`src/hdl/sha1mh_pkg.sv`:
```
package sha1mh_pkg;

    // initial chaining value
    localparam logic [31:0] IV_0 = 32'h67452301;
    localparam logic [31:0] IV_1 = 32'hEFCDAB89;
    localparam logic [31:0] IV_2 = 32'h98BADCFE;
    localparam logic [31:0] IV_3 = 32'h10325476;
    localparam logic [31:0] IV_4 = 32'hC3D2E1F0;

    // round constants
    localparam logic [31:0] K_0 = 32'h5A827999;
    localparam logic [31:0] K_1 = 32'h6ED9EBA1;
    localparam logic [31:0] K_2 = 32'h8F1BBCDC;
    localparam logic [31:0] K_3 = 32'hCA62C1D6;

    localparam logic [7:0] PAD_MARK    = 8'h80;
    localparam logic [5:0] FILL_LAST   = 6'h3f;
    localparam logic [5:0] LEN_POS     = 6'd56;
    localparam int         WORDS       = 5;
    localparam logic [2:0] WORD_LAST   = 3'd4;

    // source of the byte shifted into the block
    typedef enum logic [1:0] {
        BYTE_MSG,
        BYTE_MARK,
        BYTE_ZERO,
        BYTE_LEN
    } t_byte_sel;

    // round function group
    typedef enum logic [1:0] {
        PH_CHOOSE,
        PH_PARITY_LO,
        PH_MAJORITY,
        PH_PARITY_HI
    } t_phase;

    // controller to datapath commands
    typedef struct packed {
        logic      shift_byte;
        t_byte_sel byte_sel;
        logic [2:0] len_idx;
        logic      latch_tail;
        logic [5:0] tail;
        logic      load_work;
        logic      do_round;
        t_phase    phase;
        logic      fold_cv;
        logic      count_block;
        logic      finish;
        logic      emit_shift;
    } t_cmd;

endpackage

```
`src/hdl/sha1mh_in_if.sv`:
```
interface sha1mh_in_if;
    logic       valid;
    logic       ready;
    logic [7:0] message_byte;
    logic       byte_present;
    logic       end_of_message;

    modport source (output valid, message_byte, byte_present, end_of_message, input ready);
    modport sink   (input valid, message_byte, byte_present, end_of_message, output ready);
endinterface

```
`src/hdl/sha1mh_out_if.sv`:
```
interface sha1mh_out_if;
    logic        valid;
    logic        ready;
    logic [31:0] digest_word;
    logic [2:0]  word_index;
    logic        last_word;

    modport source (output valid, digest_word, word_index, last_word, input ready);
    modport sink   (input valid, digest_word, word_index, last_word, output ready);
endinterface

```
`src/hdl/sha1_message_hash_unit.sv`:
```
// SHA-1 hash over a byte stream.
// Input channel i_msg: one transfer per item; message_byte is taken when
// byte_present is set, end_of_message closes the message. An item with
// neither flag set changes nothing.
// Output channel o_digest: five transfers per message, word_index 0 to 4,
// last_word on the fifth; words are big-endian digest words.
// Bytes are taken while the block collects; every 64th byte starts a
// compression (80 rounds plus the chaining update) that holds the input off,
// done by the one-round-per-cycle round unit.
// After the end transfer the partial block is padded (marker, zeros, length)
// and compressed before the first digest word; when it holds 56 bytes or
// more, a second padded block is compressed too; when the end comes with
// the 64th byte of a block, that block's compression comes first.
// Reset: chaining value returns to the initial vector, counts clear, the
// input is held off during reset and ready in the first cycle after it, and
// no digest is pending.
// A stalled receiver holds the current digest word; the next message is
// accepted meanwhile and waits only at its final chaining update.
module sha1_message_hash_unit (
    input  logic         i_clk,
    input  logic         i_rst_n,
    sha1mh_in_if.sink    i_msg,
    sha1mh_out_if.source o_digest
);
    import sha1mh_pkg::*;

    t_cmd cmd;

    // sequencer
    sha1mh_ctrl u_ctrl (
        .i_clk            (i_clk),
        .i_rst_n          (i_rst_n),
        .i_in_valid       (i_msg.valid),
        .i_byte_present   (i_msg.byte_present),
        .i_end_of_message (i_msg.end_of_message),
        .o_in_ready       (i_msg.ready),
        .i_out_ready      (o_digest.ready),
        .o_out_valid      (o_digest.valid),
        .o_word_index     (o_digest.word_index),
        .o_last_word      (o_digest.last_word),
        .o_cmd            (cmd)
    );

    // block buffer, rounds and chaining value
    sha1mh_datapath u_datapath (
        .i_clk          (i_clk),
        .i_rst_n        (i_rst_n),
        .i_cmd          (cmd),
        .i_message_byte (i_msg.message_byte),
        .o_digest_word  (o_digest.digest_word)
    );

endmodule

```
`src/hdl/sha1mh_ctrl.sv`:
```
module sha1mh_ctrl (
    input  logic              i_clk,
    input  logic              i_rst_n,
    input  logic              i_in_valid,
    input  logic              i_byte_present,
    input  logic              i_end_of_message,
    output logic              o_in_ready,
    input  logic              i_out_ready,
    output logic              o_out_valid,
    output logic [2:0]        o_word_index,
    output logic              o_last_word,
    output sha1mh_pkg::t_cmd  o_cmd
);
    import sha1mh_pkg::*;

    localparam logic [6:0] ROUND_LAST = 7'd79;
    localparam logic [6:0] ROUND_G1   = 7'd20;
    localparam logic [6:0] ROUND_G2   = 7'd40;
    localparam logic [6:0] ROUND_G3   = 7'd60;

    typedef enum logic [1:0] {
        S_COLLECT,
        S_PAD,
        S_ROUND,
        S_UPDATE
    } t_state;

    t_state     r_state, n_state;
    logic [5:0] r_fill, n_fill;
    logic [6:0] r_round, n_round;
    logic       r_end_pend, n_end_pend;
    logic       r_padding, n_padding;
    logic       r_marked, n_marked;
    logic       r_len_ok, n_len_ok;
    logic       r_final, n_final;
    logic       r_emit_busy, n_emit_busy;
    logic [2:0] r_emit_cnt, n_emit_cnt;

    logic       in_xfer;
    logic       out_xfer;
    logic [5:0] fill_next;
    t_cmd       cmd;

    // input closed while reset is held
    assign o_in_ready   = i_rst_n && (r_state == S_COLLECT);
    assign o_out_valid  = r_emit_busy;
    assign o_word_index = r_emit_cnt;
    assign o_last_word  = (r_emit_cnt == WORD_LAST);
    assign o_cmd        = cmd;

    assign in_xfer   = i_in_valid && o_in_ready;
    assign out_xfer  = r_emit_busy && i_out_ready;
    assign fill_next = i_byte_present ? r_fill + 6'd1 : r_fill;

    // next state and datapath commands
    always_comb begin
        n_state     = r_state;
        n_fill      = r_fill;
        n_round     = r_round;
        n_end_pend  = r_end_pend;
        n_padding   = r_padding;
        n_marked    = r_marked;
        n_len_ok    = r_len_ok;
        n_final     = r_final;
        n_emit_busy = r_emit_busy;
        n_emit_cnt  = r_emit_cnt;
        cmd         = '0;

        unique case (r_state)
            S_COLLECT: begin
                if (in_xfer) begin
                    if (i_byte_present) begin
                        cmd.shift_byte = 1'b1;
                        cmd.byte_sel   = BYTE_MSG;
                        n_fill         = fill_next;
                    end
                    if (i_end_of_message) begin
                        cmd.latch_tail = 1'b1;
                        cmd.tail       = fill_next;
                        n_len_ok       = (fill_next < LEN_POS);
                    end
                    if (i_byte_present && (r_fill == FILL_LAST)) begin
                        // block full: compress before anything else
                        cmd.load_work   = 1'b1;
                        cmd.count_block = 1'b1;
                        n_round         = '0;
                        n_final         = 1'b0;
                        n_end_pend      = i_end_of_message;
                        n_state         = S_ROUND;
                    end else if (i_end_of_message) begin
                        n_padding = 1'b1;
                        n_marked  = 1'b0;
                        n_state   = S_PAD;
                    end
                end
            end
            S_PAD: begin
                // one padding byte per cycle
                cmd.shift_byte = 1'b1;
                if (!r_marked) begin
                    cmd.byte_sel = BYTE_MARK;
                    n_marked     = 1'b1;
                end else if (r_len_ok && (r_fill >= LEN_POS)) begin
                    cmd.byte_sel = BYTE_LEN;
                    cmd.len_idx  = r_fill[2:0];
                end else begin
                    cmd.byte_sel = BYTE_ZERO;
                end
                n_fill = r_fill + 6'd1;
                if (r_fill == FILL_LAST) begin
                    cmd.load_work = 1'b1;
                    n_round       = '0;
                    n_final       = r_len_ok;
                    n_state       = S_ROUND;
                end
            end
            S_ROUND: begin
                cmd.do_round = 1'b1;
                if (r_round < ROUND_G1) begin
                    cmd.phase = PH_CHOOSE;
                end else if (r_round < ROUND_G2) begin
                    cmd.phase = PH_PARITY_LO;
                end else if (r_round < ROUND_G3) begin
                    cmd.phase = PH_MAJORITY;
                end else begin
                    cmd.phase = PH_PARITY_HI;
                end
                n_round = r_round + 7'd1;
                if (r_round == ROUND_LAST) begin
                    n_state = S_UPDATE;
                end
            end
            S_UPDATE: begin
                if (r_final) begin
                    // wait until the previous digest has drained
                    if (!r_emit_busy) begin
                        cmd.finish  = 1'b1;
                        n_emit_busy = 1'b1;
                        n_emit_cnt  = '0;
                        n_padding   = 1'b0;
                        n_final     = 1'b0;
                        n_state     = S_COLLECT;
                    end
                end else begin
                    cmd.fold_cv = 1'b1;
                    if (r_padding) begin
                        n_len_ok = 1'b1;
                        n_state  = S_PAD;
                    end else if (r_end_pend) begin
                        n_end_pend = 1'b0;
                        n_padding  = 1'b1;
                        n_marked   = 1'b0;
                        n_state    = S_PAD;
                    end else begin
                        n_state = S_COLLECT;
                    end
                end
            end
            default: n_state = S_COLLECT;
        endcase

        // digest word transfers
        if (out_xfer) begin
            cmd.emit_shift = 1'b1;
            n_emit_cnt     = r_emit_cnt + 3'd1;
            if (r_emit_cnt == WORD_LAST) begin
                n_emit_busy = 1'b0;
            end
        end
    end

    // state and registered outputs
    always_ff @(posedge i_clk) begin
        if (!i_rst_n) begin
            r_state     <= S_COLLECT;
            r_fill      <= '0;
            r_round     <= '0;
            r_end_pend  <= 1'b0;
            r_padding   <= 1'b0;
            r_marked    <= 1'b0;
            r_len_ok    <= 1'b0;
            r_final     <= 1'b0;
            r_emit_busy <= 1'b0;
            r_emit_cnt  <= '0;
        end else begin
            r_state     <= n_state;
            r_fill      <= n_fill;
            r_round     <= n_round;
            r_end_pend  <= n_end_pend;
            r_padding   <= n_padding;
            r_marked    <= n_marked;
            r_len_ok    <= n_len_ok;
            r_final     <= n_final;
            r_emit_busy <= n_emit_busy;
            r_emit_cnt  <= n_emit_cnt;
        end
    end

endmodule

```
`src/hdl/sha1mh_datapath.sv`:
```
module sha1mh_datapath (
    input  logic              i_clk,
    input  logic              i_rst_n,
    input  sha1mh_pkg::t_cmd  i_cmd,
    input  logic [7:0]        i_message_byte,
    output logic [31:0]       o_digest_word
);
    import sha1mh_pkg::*;

    logic [511:0] r_blk;
    logic [31:0]  r_work [WORDS];
    logic [31:0]  r_cv   [WORDS];
    logic [54:0]  r_blocks;
    logic [5:0]   r_tail;
    logic [159:0] r_digest;

    logic [63:0]  len_bits;
    logic [7:0]   byte_val;
    logic [31:0]  w0, w2, w8, w13, new_w;
    logic [31:0]  f_val, k_val, t_val;

    function automatic logic [31:0] rotl(input logic [31:0] x, input int n);
        return (x << n) | (x >> (32 - n));
    endfunction

    // message length in bits for the last block
    assign len_bits = {r_blocks, r_tail, 3'b000};

    // byte shifted into the block
    always_comb begin
        case (i_cmd.byte_sel)
            BYTE_MSG:  byte_val = i_message_byte;
            BYTE_MARK: byte_val = PAD_MARK;
            BYTE_LEN:  byte_val = len_bits[{3'd7 - i_cmd.len_idx, 3'b000} +: 8];
            default:   byte_val = 8'h00;
        endcase
    end

    // message schedule taps on the sliding window
    assign w0    = r_blk[511:480];
    assign w2    = r_blk[447:416];
    assign w8    = r_blk[255:224];
    assign w13   = r_blk[95:64];
    assign new_w = rotl(w13 ^ w8 ^ w2 ^ w0, 1);

    // round function and constant
    always_comb begin
        case (i_cmd.phase)
            PH_CHOOSE: begin
                f_val = (r_work[1] & r_work[2]) | (~r_work[1] & r_work[3]);
                k_val = K_0;
            end
            PH_PARITY_LO: begin
                f_val = r_work[1] ^ r_work[2] ^ r_work[3];
                k_val = K_1;
            end
            PH_MAJORITY: begin
                f_val = (r_work[1] & r_work[2]) | (r_work[1] & r_work[3]) |
                        (r_work[2] & r_work[3]);
                k_val = K_2;
            end
            default: begin
                f_val = r_work[1] ^ r_work[2] ^ r_work[3];
                k_val = K_3;
            end
        endcase
    end

    assign t_val = rotl(r_work[0], 5) + f_val + r_work[4] + k_val + w0;

    // block buffer, doubles as the schedule window
    always_ff @(posedge i_clk) begin
        if (i_cmd.shift_byte) begin
            r_blk <= {r_blk[503:0], byte_val};
        end else if (i_cmd.do_round) begin
            r_blk <= {r_blk[479:0], new_w};
        end
    end

    // working variables a to e
    always_ff @(posedge i_clk) begin
        if (i_cmd.load_work) begin
            for (int i = 0; i < WORDS; i++) begin
                r_work[i] <= r_cv[i];
            end
        end else if (i_cmd.do_round) begin
            r_work[4] <= r_work[3];
            r_work[3] <= r_work[2];
            r_work[2] <= rotl(r_work[1], 30);
            r_work[1] <= r_work[0];
            r_work[0] <= t_val;
        end
    end

    // chaining value and block count
    always_ff @(posedge i_clk) begin
        if (!i_rst_n || i_cmd.finish) begin
            r_cv[0]  <= IV_0;
            r_cv[1]  <= IV_1;
            r_cv[2]  <= IV_2;
            r_cv[3]  <= IV_3;
            r_cv[4]  <= IV_4;
            r_blocks <= '0;
        end else begin
            if (i_cmd.fold_cv) begin
                for (int i = 0; i < WORDS; i++) begin
                    r_cv[i] <= r_cv[i] + r_work[i];
                end
            end
            if (i_cmd.count_block) begin
                r_blocks <= r_blocks + 55'd1;
            end
        end
    end

    // tail byte count of the message
    always_ff @(posedge i_clk) begin
        if (i_cmd.latch_tail) begin
            r_tail <= i_cmd.tail;
        end
    end

    // digest output register, word 0 on top
    always_ff @(posedge i_clk) begin
        if (i_cmd.finish) begin
            r_digest <= {r_cv[0] + r_work[0], r_cv[1] + r_work[1], r_cv[2] + r_work[2],
                         r_cv[3] + r_work[3], r_cv[4] + r_work[4]};
        end else if (i_cmd.emit_shift) begin
            r_digest <= {r_digest[127:0], 32'h0};
        end
    end

    assign o_digest_word = r_digest[159:128];

endmodule

```
`src/flat_wrapper.sv`:
```
// flat-port wrapper written by rule: the top's interface ports become plain ports
module sha1_message_hash_unit_flat import sha1mh_pkg::*;
  (i_clk, i_rst_n, i_msg_valid, i_msg_message_byte, i_msg_byte_present, i_msg_end_of_message, i_msg_ready, o_digest_valid, o_digest_digest_word, o_digest_word_index, o_digest_last_word, o_digest_ready);
  sha1mh_in_if i_msg_i ();
  sha1mh_out_if o_digest_i ();
  input  logic i_clk;
  input  logic i_rst_n;
  input wire logic [$bits(i_msg_i.valid)-1:0] i_msg_valid;
  input wire logic [$bits(i_msg_i.message_byte)-1:0] i_msg_message_byte;
  input wire logic [$bits(i_msg_i.byte_present)-1:0] i_msg_byte_present;
  input wire logic [$bits(i_msg_i.end_of_message)-1:0] i_msg_end_of_message;
  output wire logic [$bits(i_msg_i.ready)-1:0] i_msg_ready;
  output wire logic [$bits(o_digest_i.valid)-1:0] o_digest_valid;
  output wire logic [$bits(o_digest_i.digest_word)-1:0] o_digest_digest_word;
  output wire logic [$bits(o_digest_i.word_index)-1:0] o_digest_word_index;
  output wire logic [$bits(o_digest_i.last_word)-1:0] o_digest_last_word;
  input wire logic [$bits(o_digest_i.ready)-1:0] o_digest_ready;
  assign i_msg_i.valid = i_msg_valid;
  assign i_msg_i.message_byte = i_msg_message_byte;
  assign i_msg_i.byte_present = i_msg_byte_present;
  assign i_msg_i.end_of_message = i_msg_end_of_message;
  assign i_msg_ready = i_msg_i.ready;
  assign o_digest_valid = o_digest_i.valid;
  assign o_digest_digest_word = o_digest_i.digest_word;
  assign o_digest_word_index = o_digest_i.word_index;
  assign o_digest_last_word = o_digest_i.last_word;
  assign o_digest_i.ready = o_digest_ready;
  sha1_message_hash_unit u_core (.i_clk(i_clk), .i_rst_n(i_rst_n), .i_msg(i_msg_i), .o_digest(o_digest_i));
endmodule
```
`config.mk`:
```
export PLATFORM = sky130hd
export DESIGN_NAME = sha1_message_hash_unit_flat
export DESIGN_NICKNAME = d
export VERILOG_FILES = /design/src/hdl/sha1mh_pkg.sv /design/src/hdl/sha1mh_in_if.sv /design/src/hdl/sha1mh_out_if.sv /design/src/hdl/sha1_message_hash_unit.sv /design/src/hdl/sha1mh_ctrl.sv /design/src/hdl/sha1mh_datapath.sv /design/src/flat_wrapper.sv
export SDC_FILE = /design/constraint.sdc
export NUM_CORES = 2
export LEC_CHECK = 0
export BUFFER_PORTS_ARGS = -buffer_cell sky130_fd_sc_hd__buf_2
export CORE_ASPECT_RATIO = 0.7
export CORE_UTILIZATION = 40
export CTS_BUF_LIST = sky130_fd_sc_hd__clkbuf_8
export CTS_CLUSTER_SIZE = 14
export DETAILED_ROUTE_END_ITERATION = 8
export PLACE_DENSITY = 0.67
export SYNTH_ARGS = -nofsm -noshare
export SYNTH_HDL_FRONTEND = slang
export SYNTH_SLANG_ARGS = --single-unit
```
`constraint.sdc`:
```
create_clock -name i_clk -period 30.8 [get_ports i_clk]
set_clock_uncertainty 0.2 [all_clocks]
set_input_delay 1.54 -clock i_clk [delete_from_list [all_inputs] [get_ports i_clk]]
set_output_delay 1.54 -clock i_clk [all_outputs]
set_load 0.02 [all_outputs]
```
* Word-level counts from Yosys, hierarchy flattened
Memories as Yosys holds them, arrays and structs flattened. Cells that the tools add are included.
Storage, ports and cells: bits in registers 757, RAM bits 320, memories 2
Memory list:
- u_core.u_datapath.r_cv | depth 5, width 32, rd ports 5, clocked after memory_dff 0, wr ports 5, line sha1mh_datapath.sv:12 | logic [31:0] r_cv [WORDS];
- u_core.u_datapath.r_work | depth 5, width 32, rd ports 5, clocked after memory_dff 0, wr ports 5, line sha1mh_datapath.sv:11 | logic [31:0] r_work [WORDS];
Operators by class: $add $sub $neg 14, order comparisons 5, equality and inequality tests 24, shift operators 1, muxes and demuxes 110, bitwise operators 26, reductions and logical operators 28
Operator list (number):
- 2-to-1 mux 512 bit | 2
- 2-to-1 mux 160 bit | 2
- 2-to-1 mux 32 bit | 10
- adder 32 bit | 9
- XOR 32 bit | 5
- bitwise AND 32 bit | 4
- OR 32 bit | 3
- one-hot mux 32 bit (3 select lines) | 1
- one-hot mux 32 bit (2 select lines) | 1
- indexed part select 64 x 7 -> 8 bit | 1
- adder 55 x 1 -> 55 bit, second input constant | 1
- 2-to-1 mux 1 bit | 54
- 2-to-1 mux 7 bit | 5
- NOT 32 bit | 1
- OR 32 x 1 -> 32 bit | 1
- OR 32 x 30 -> 32 bit | 1
- OR 32 x 5 -> 32 bit | 1
- 2-to-1 mux 3 bit | 10
- one-hot mux 8 bit (3 select lines) | 1
- one-hot mux 7 bit (3 select lines) | 1
- 2-to-1 mux 2 bit | 10
- != test 2 bit, second input constant | 10
- AND reduction 5 bit | 4
- 2-to-1 mux 6 bit | 3
- other kinds (32) | 67

* Depth between registers and ports, before layout
depth in word-level cells 12, depth in mapped cells 30, depth with buffers taken out 26

* Hierarchy
A second synthesis with hierarchy kept.
Unflattened totals: cell total of the unflattened synthesis 4993, area total of the unflattened synthesis 59946.2 µm²
By module, submodules not included:
- sha1mh_datapath | instances 1, cells an instance 4763, area each 58213.3 µm²
- sha1mh_ctrl | instances 1, cells an instance 230, area each 1732.9 µm²

* Worst setup path after synthesis
No wires, ideal clock.
path type in2reg, start point input port i_rst_n, end point register u_core.u_datapath.r_blk[0], enable pin, arrival time 27.103 ns, required time 29.036 ns, path slack 1.933 ns, stages on the path 8, path buffers 3, cells stage by stage buf_4 -> and3_1 -> buf_4 -> nand2_1 -> nand2_1 -> clkbuf_1 -> nor2_1 -> a21oi_1
On the way: cells in the longest elaborated chain, start to end 5
RTL lines:
- start: declaration | line flat_wrapper.sv:7 | input logic i_rst_n;
- logical AND 1 bit | line sha1mh_ctrl.sv:45 | assign o_in_ready = i_rst_n && (r_state == S_COLLECT);
- logical AND 1 bit | line sha1mh_ctrl.sv:51 | assign in_xfer = i_in_valid && o_in_ready;
- 2-to-1 mux 3 bit | line sha1mh_ctrl.sv:71 | if (in_xfer) begin
- one-hot mux 3 bit (2 select lines) | line sha1mh_ctrl.sv:69 | unique case (r_state)
- nonzero test 2 bit (no line)
- end signal: assignment | line sha1mh_datapath.sv:74 | r_blk <= {r_blk[503:0], byte_val};
- end signal: assignment | line sha1mh_datapath.sv:76 | r_blk <= {r_blk[479:0], new_w};
- end: declaration | line sha1mh_datapath.sv:10 | logic [511:0] r_blk;
Every way passes these cells. A chain may end at the register's enable or synchronous reset.

==> summary.md <==
| Metric | Value |
|---|---|
| Wirelength, routed | `150000 µm` |
| Most frequent cells in the layout | `1804 x nand2_1, 998 x edfxtp_1, 355 x nor2_1` |
| Cells after synthesis | `5647` |
| Setup crit end kind | `flop` |
| Slew margin rel. | `16.0%` |
| Syn nets | `5994` |
| Final Setup Violations | `0` |
| Root buffer cell | `clkbuf_8` |
| Critical path peak fanout | `53` |
| Congestion Overflow GR | `0` |
| Setup_tns | `0 ps` |
| Synth Area in XOR/XNOR | `4.94%` |
| Peak per-stage delay on the critical path | `730 ps` |
| H-tree depth | `4` |
| DR DRC count | `0` |
| Syn Area/Cell | `10.4 µm²` |
| CTS tree | `yes` |
| PortBufs | `51` |
| Clock buffer depth | `3` |
| Peak supply drop | `0.000121 V` |
| CORE AREA | `146000 µm²` |
| Post-route insts no fill | `7730` |
| Area Growth Syn to Fin | `8.73%` |
| Leading cell type in the layout, fill and taps excluded | `nand2_1` |
| Worst-path clk slew | `70 ps` |
| Hold_buf cts | `0` |
| WHS | `275 ps` |
| First-pass GRT wire length | `229000 µm` |
| Pin count of the biggest net entering global routing | `235` |
| Share of cells above drive strength 1 | `9.22%` |
| Wire per inst | `19.4 µm` |
| Total CTS buffers | `164` |
| Row cnt | `117` |
| Clock power frac | `16.3%` |
| Internal | `4.21 mW` |
| DR iter-0 viols | `4785` |
| Ys Warns | `0` |
| Fmax achieved | `124 MHz` |
| # resized after CTS | `0` |
| Register area share after synthesis | `53.8%` |
| DRT Pass-1 Iters | `8` |
| Sink Count | `1077` |
| Post-Place Cells | `7431` |
| Sw Share | `42.2%` |
| Synth Area in Compound Gates | `8.36%` |
| Kind of critical path | `flop to flop` |
| Hold Fails Final Rpt | `0` |
| Library cells used by synthesis | `84` |
| NetSw | `3.08 mW` |
| Yosys reg bits | `1077` |
| P_leak | `24.9 nW` |
| Total Routing Usage GR | `20.1%` |
| DP Wirelength | `105000 µm` |
| I/O pin total | `52` |
| CP Cell Sequence | `ha_4 > o21ai_0 > inv_1 > ha_1 > buf_4 > or2_2 > fa_1 > fa_1 > inv_1 > fa_1 > inv_1 > ha_1 > a211o_1 > a211o_1 > a31oi_2 > o21ai_1 > a2111oi_2 > or3_1 > o21ai_1 > xor2_1 > mux2_2` |
| Post-DRT Antenna Nets | `0` |
| Main combinational cell family by area after synthesis | `simple AND/OR/NAND/NOR gates` |
| Total chip power | `7.28 mW` |
| Adder-cell area share of the yosys netlist | `8.70%` |
| Fin nets | `5981` |
| Via total after detailed routing | `41357` |
| Min-Delay Path Class | `flop to flop` |
| Simple-gate share of the synthesized area | `16.9%` |
| Die H | `322 µm` |
| RSZ-0062 raised after global routing | `no` |
| Ys flop type | `edfxtp_1` |
| Tcrit/Tclk final | `26.2%` |
| Die area | `148000 µm²` |
| FFs w/ async S/R, synth | `0%` |
| Slew @ Worst Pin | `1250 ps` |
| Status | `finished clean` |
| Combinational fraction of design power | `45.3%` |
| Critical Path AT | `8520 ps` |
| Gpl congestion | `0.942` |
| CP max-delay cell | `ha_4` |
| Number of synthesized flops with an enable pin | `998` |
| Postcts setup bufs | `0` |
| Pwr dens | `114 nW/µm²` |
| Initial antenna violation count | `5` |
| Worst Path Required | `31240 ps` |
| Post-synthesis mux area share | `3.99%` |
| Initial Util | `40.3%` |
| Mapped cell area | `58700 µm²` |
| Crit start category | `flop` |
| Max_cap viols | `0` |
| DR vias/cell | `5.35` |
| Worst skew pair latency | `910 ps` |
| Sequential share of power | `38.4%` |
| Chip width | `460 µm` |
| Fin crit period | `8070 ps` |
| Max-slew violations | `0` |
| Vias in the first global route | `38673` |
## synthesized netlist by cell type (16+ instances only)
cell         n  area share [%]
xor2_1     124             1.9
xnor2_1    207             3.1
nand3_1     56            0.48
a211oi_1    34            0.44
nand2_1   1807              12
o21bai_1    19            0.24
a21oi_1    201             1.7
nor2b_1     19            0.20
and2_1      18            0.19
o31ai_1     17            0.22
edfxtp_1   998              51
buf_4       36            0.46
mux2_2     180             3.5
or3_1       16            0.17
dfxtp_1     79             2.7
fa_1       125             4.3
nand2b_1    30            0.32
o21ai_0    221             1.9
a221oi_1    34            0.51
nor3_1      30            0.26
ha_1       208             4.4
nand4_1     27            0.29
and3_1      35            0.37
inv_1      214             1.4
mux2i_1     20            0.34
clkbuf_1   213             1.4
a21o_1      74            0.95
o21a_1      31            0.40
nor2_1     356             2.3
## final cells by class
class	instances	area, µm²
Antenna cell	6	15.0
Multi-Input combinational cell	4090	25300
Clock buffer	167	2300
Fill cell	13685	81700
Clock inverter	126	835
Timing Repair Buffer	85	561
Inverter	216	811
Tap cell	1963	2460
Sequential cell	1077	31600
## power groups by stage
stage	sequential, mW	clock [mW]	combinational (mW)
floorplan	3.13	0	2.48
global placement	2.80	0	3.19
detailed placement	2.81	0	3.26
CTS	2.79	1.21	3.29
global route	2.84	1.27	3.70
finish	2.80	1.19	3.30
## state kept, by name (all words and copies together), names as in the netlist, 3 cells and up
signal	count
u_core.u_datapath.r_blk	512
u_core.u_datapath.r_cv	160
u_core.u_datapath.r_digest	160
u_core.u_datapath.r_work	160
u_core.u_datapath.r_blocks	55
u_core.u_ctrl.r_round	7
u_core.u_ctrl.r_fill	6
u_core.u_datapath.r_tail	6
u_core.u_ctrl.o_word_index	3
## worst paths after layout
path | depth (start not counted) | endpoint | startpoint | slack, ps
max | 21 | u_core.u_datapath.r_work[0][30] | u_core.u_ctrl.r_state[1] | 22730
min | 2 | u_core.u_ctrl.r_end_pend | u_core.u_ctrl.r_end_pend | 280
max reg2reg | 21 | u_core.u_datapath.r_work[0][30] | u_core.u_ctrl.r_state[1] | 22730
min reg2reg | 2 | u_core.u_ctrl.r_end_pend | u_core.u_ctrl.r_end_pend | 280
## routing by layer
layer / vias up / global-route usage [%] / part of all wire, %
met2: 1589 / 27.2 / 40
met5: - / 0 / 0
met1: 20142 / 31.0 / 47
met4: 0 / 5.35 / 1.9
li1: 19431 / - / -
met3: 195 / 5.27 / 11
## metrics by stage
stage	worst slack (ps)	cell area [µm²]	utilization, %
finish	22730	63800	43.8
global route	22250	63800	43.8
CTS	22780	63800	43.8
detailed placement	22790	60600	41.7
global placement	23040	60600	41.7
floorplan	1930	58700	-
## critical path: cells and delay by family (launching register included)
family                   cells  cell delay (ps)
AO/OA/AOI/OAI                7             2110
XOR/XNOR                     1              140
adder cells (fa/ha/maj)      6             3300
buffers and inverters        4              770
flip-flops                   1              550
multiplexers                 1              260
AND/OR/NAND/NOR              2              460
## logic make-up (layout without fill, tap and decap cells)
group / after synthesis / in the layout
mux: 205 / 205
fa+ha+maj: 333 / 333
simple gates: 2445 / 2445
xor+xnor: 331 / 331
compound gates: 776 / 776
buf+inv: 480 / 594
flops: 1077 / 1077
other cells: 0 / 6
Note: power is estimated with default switching activity, not from simulation.
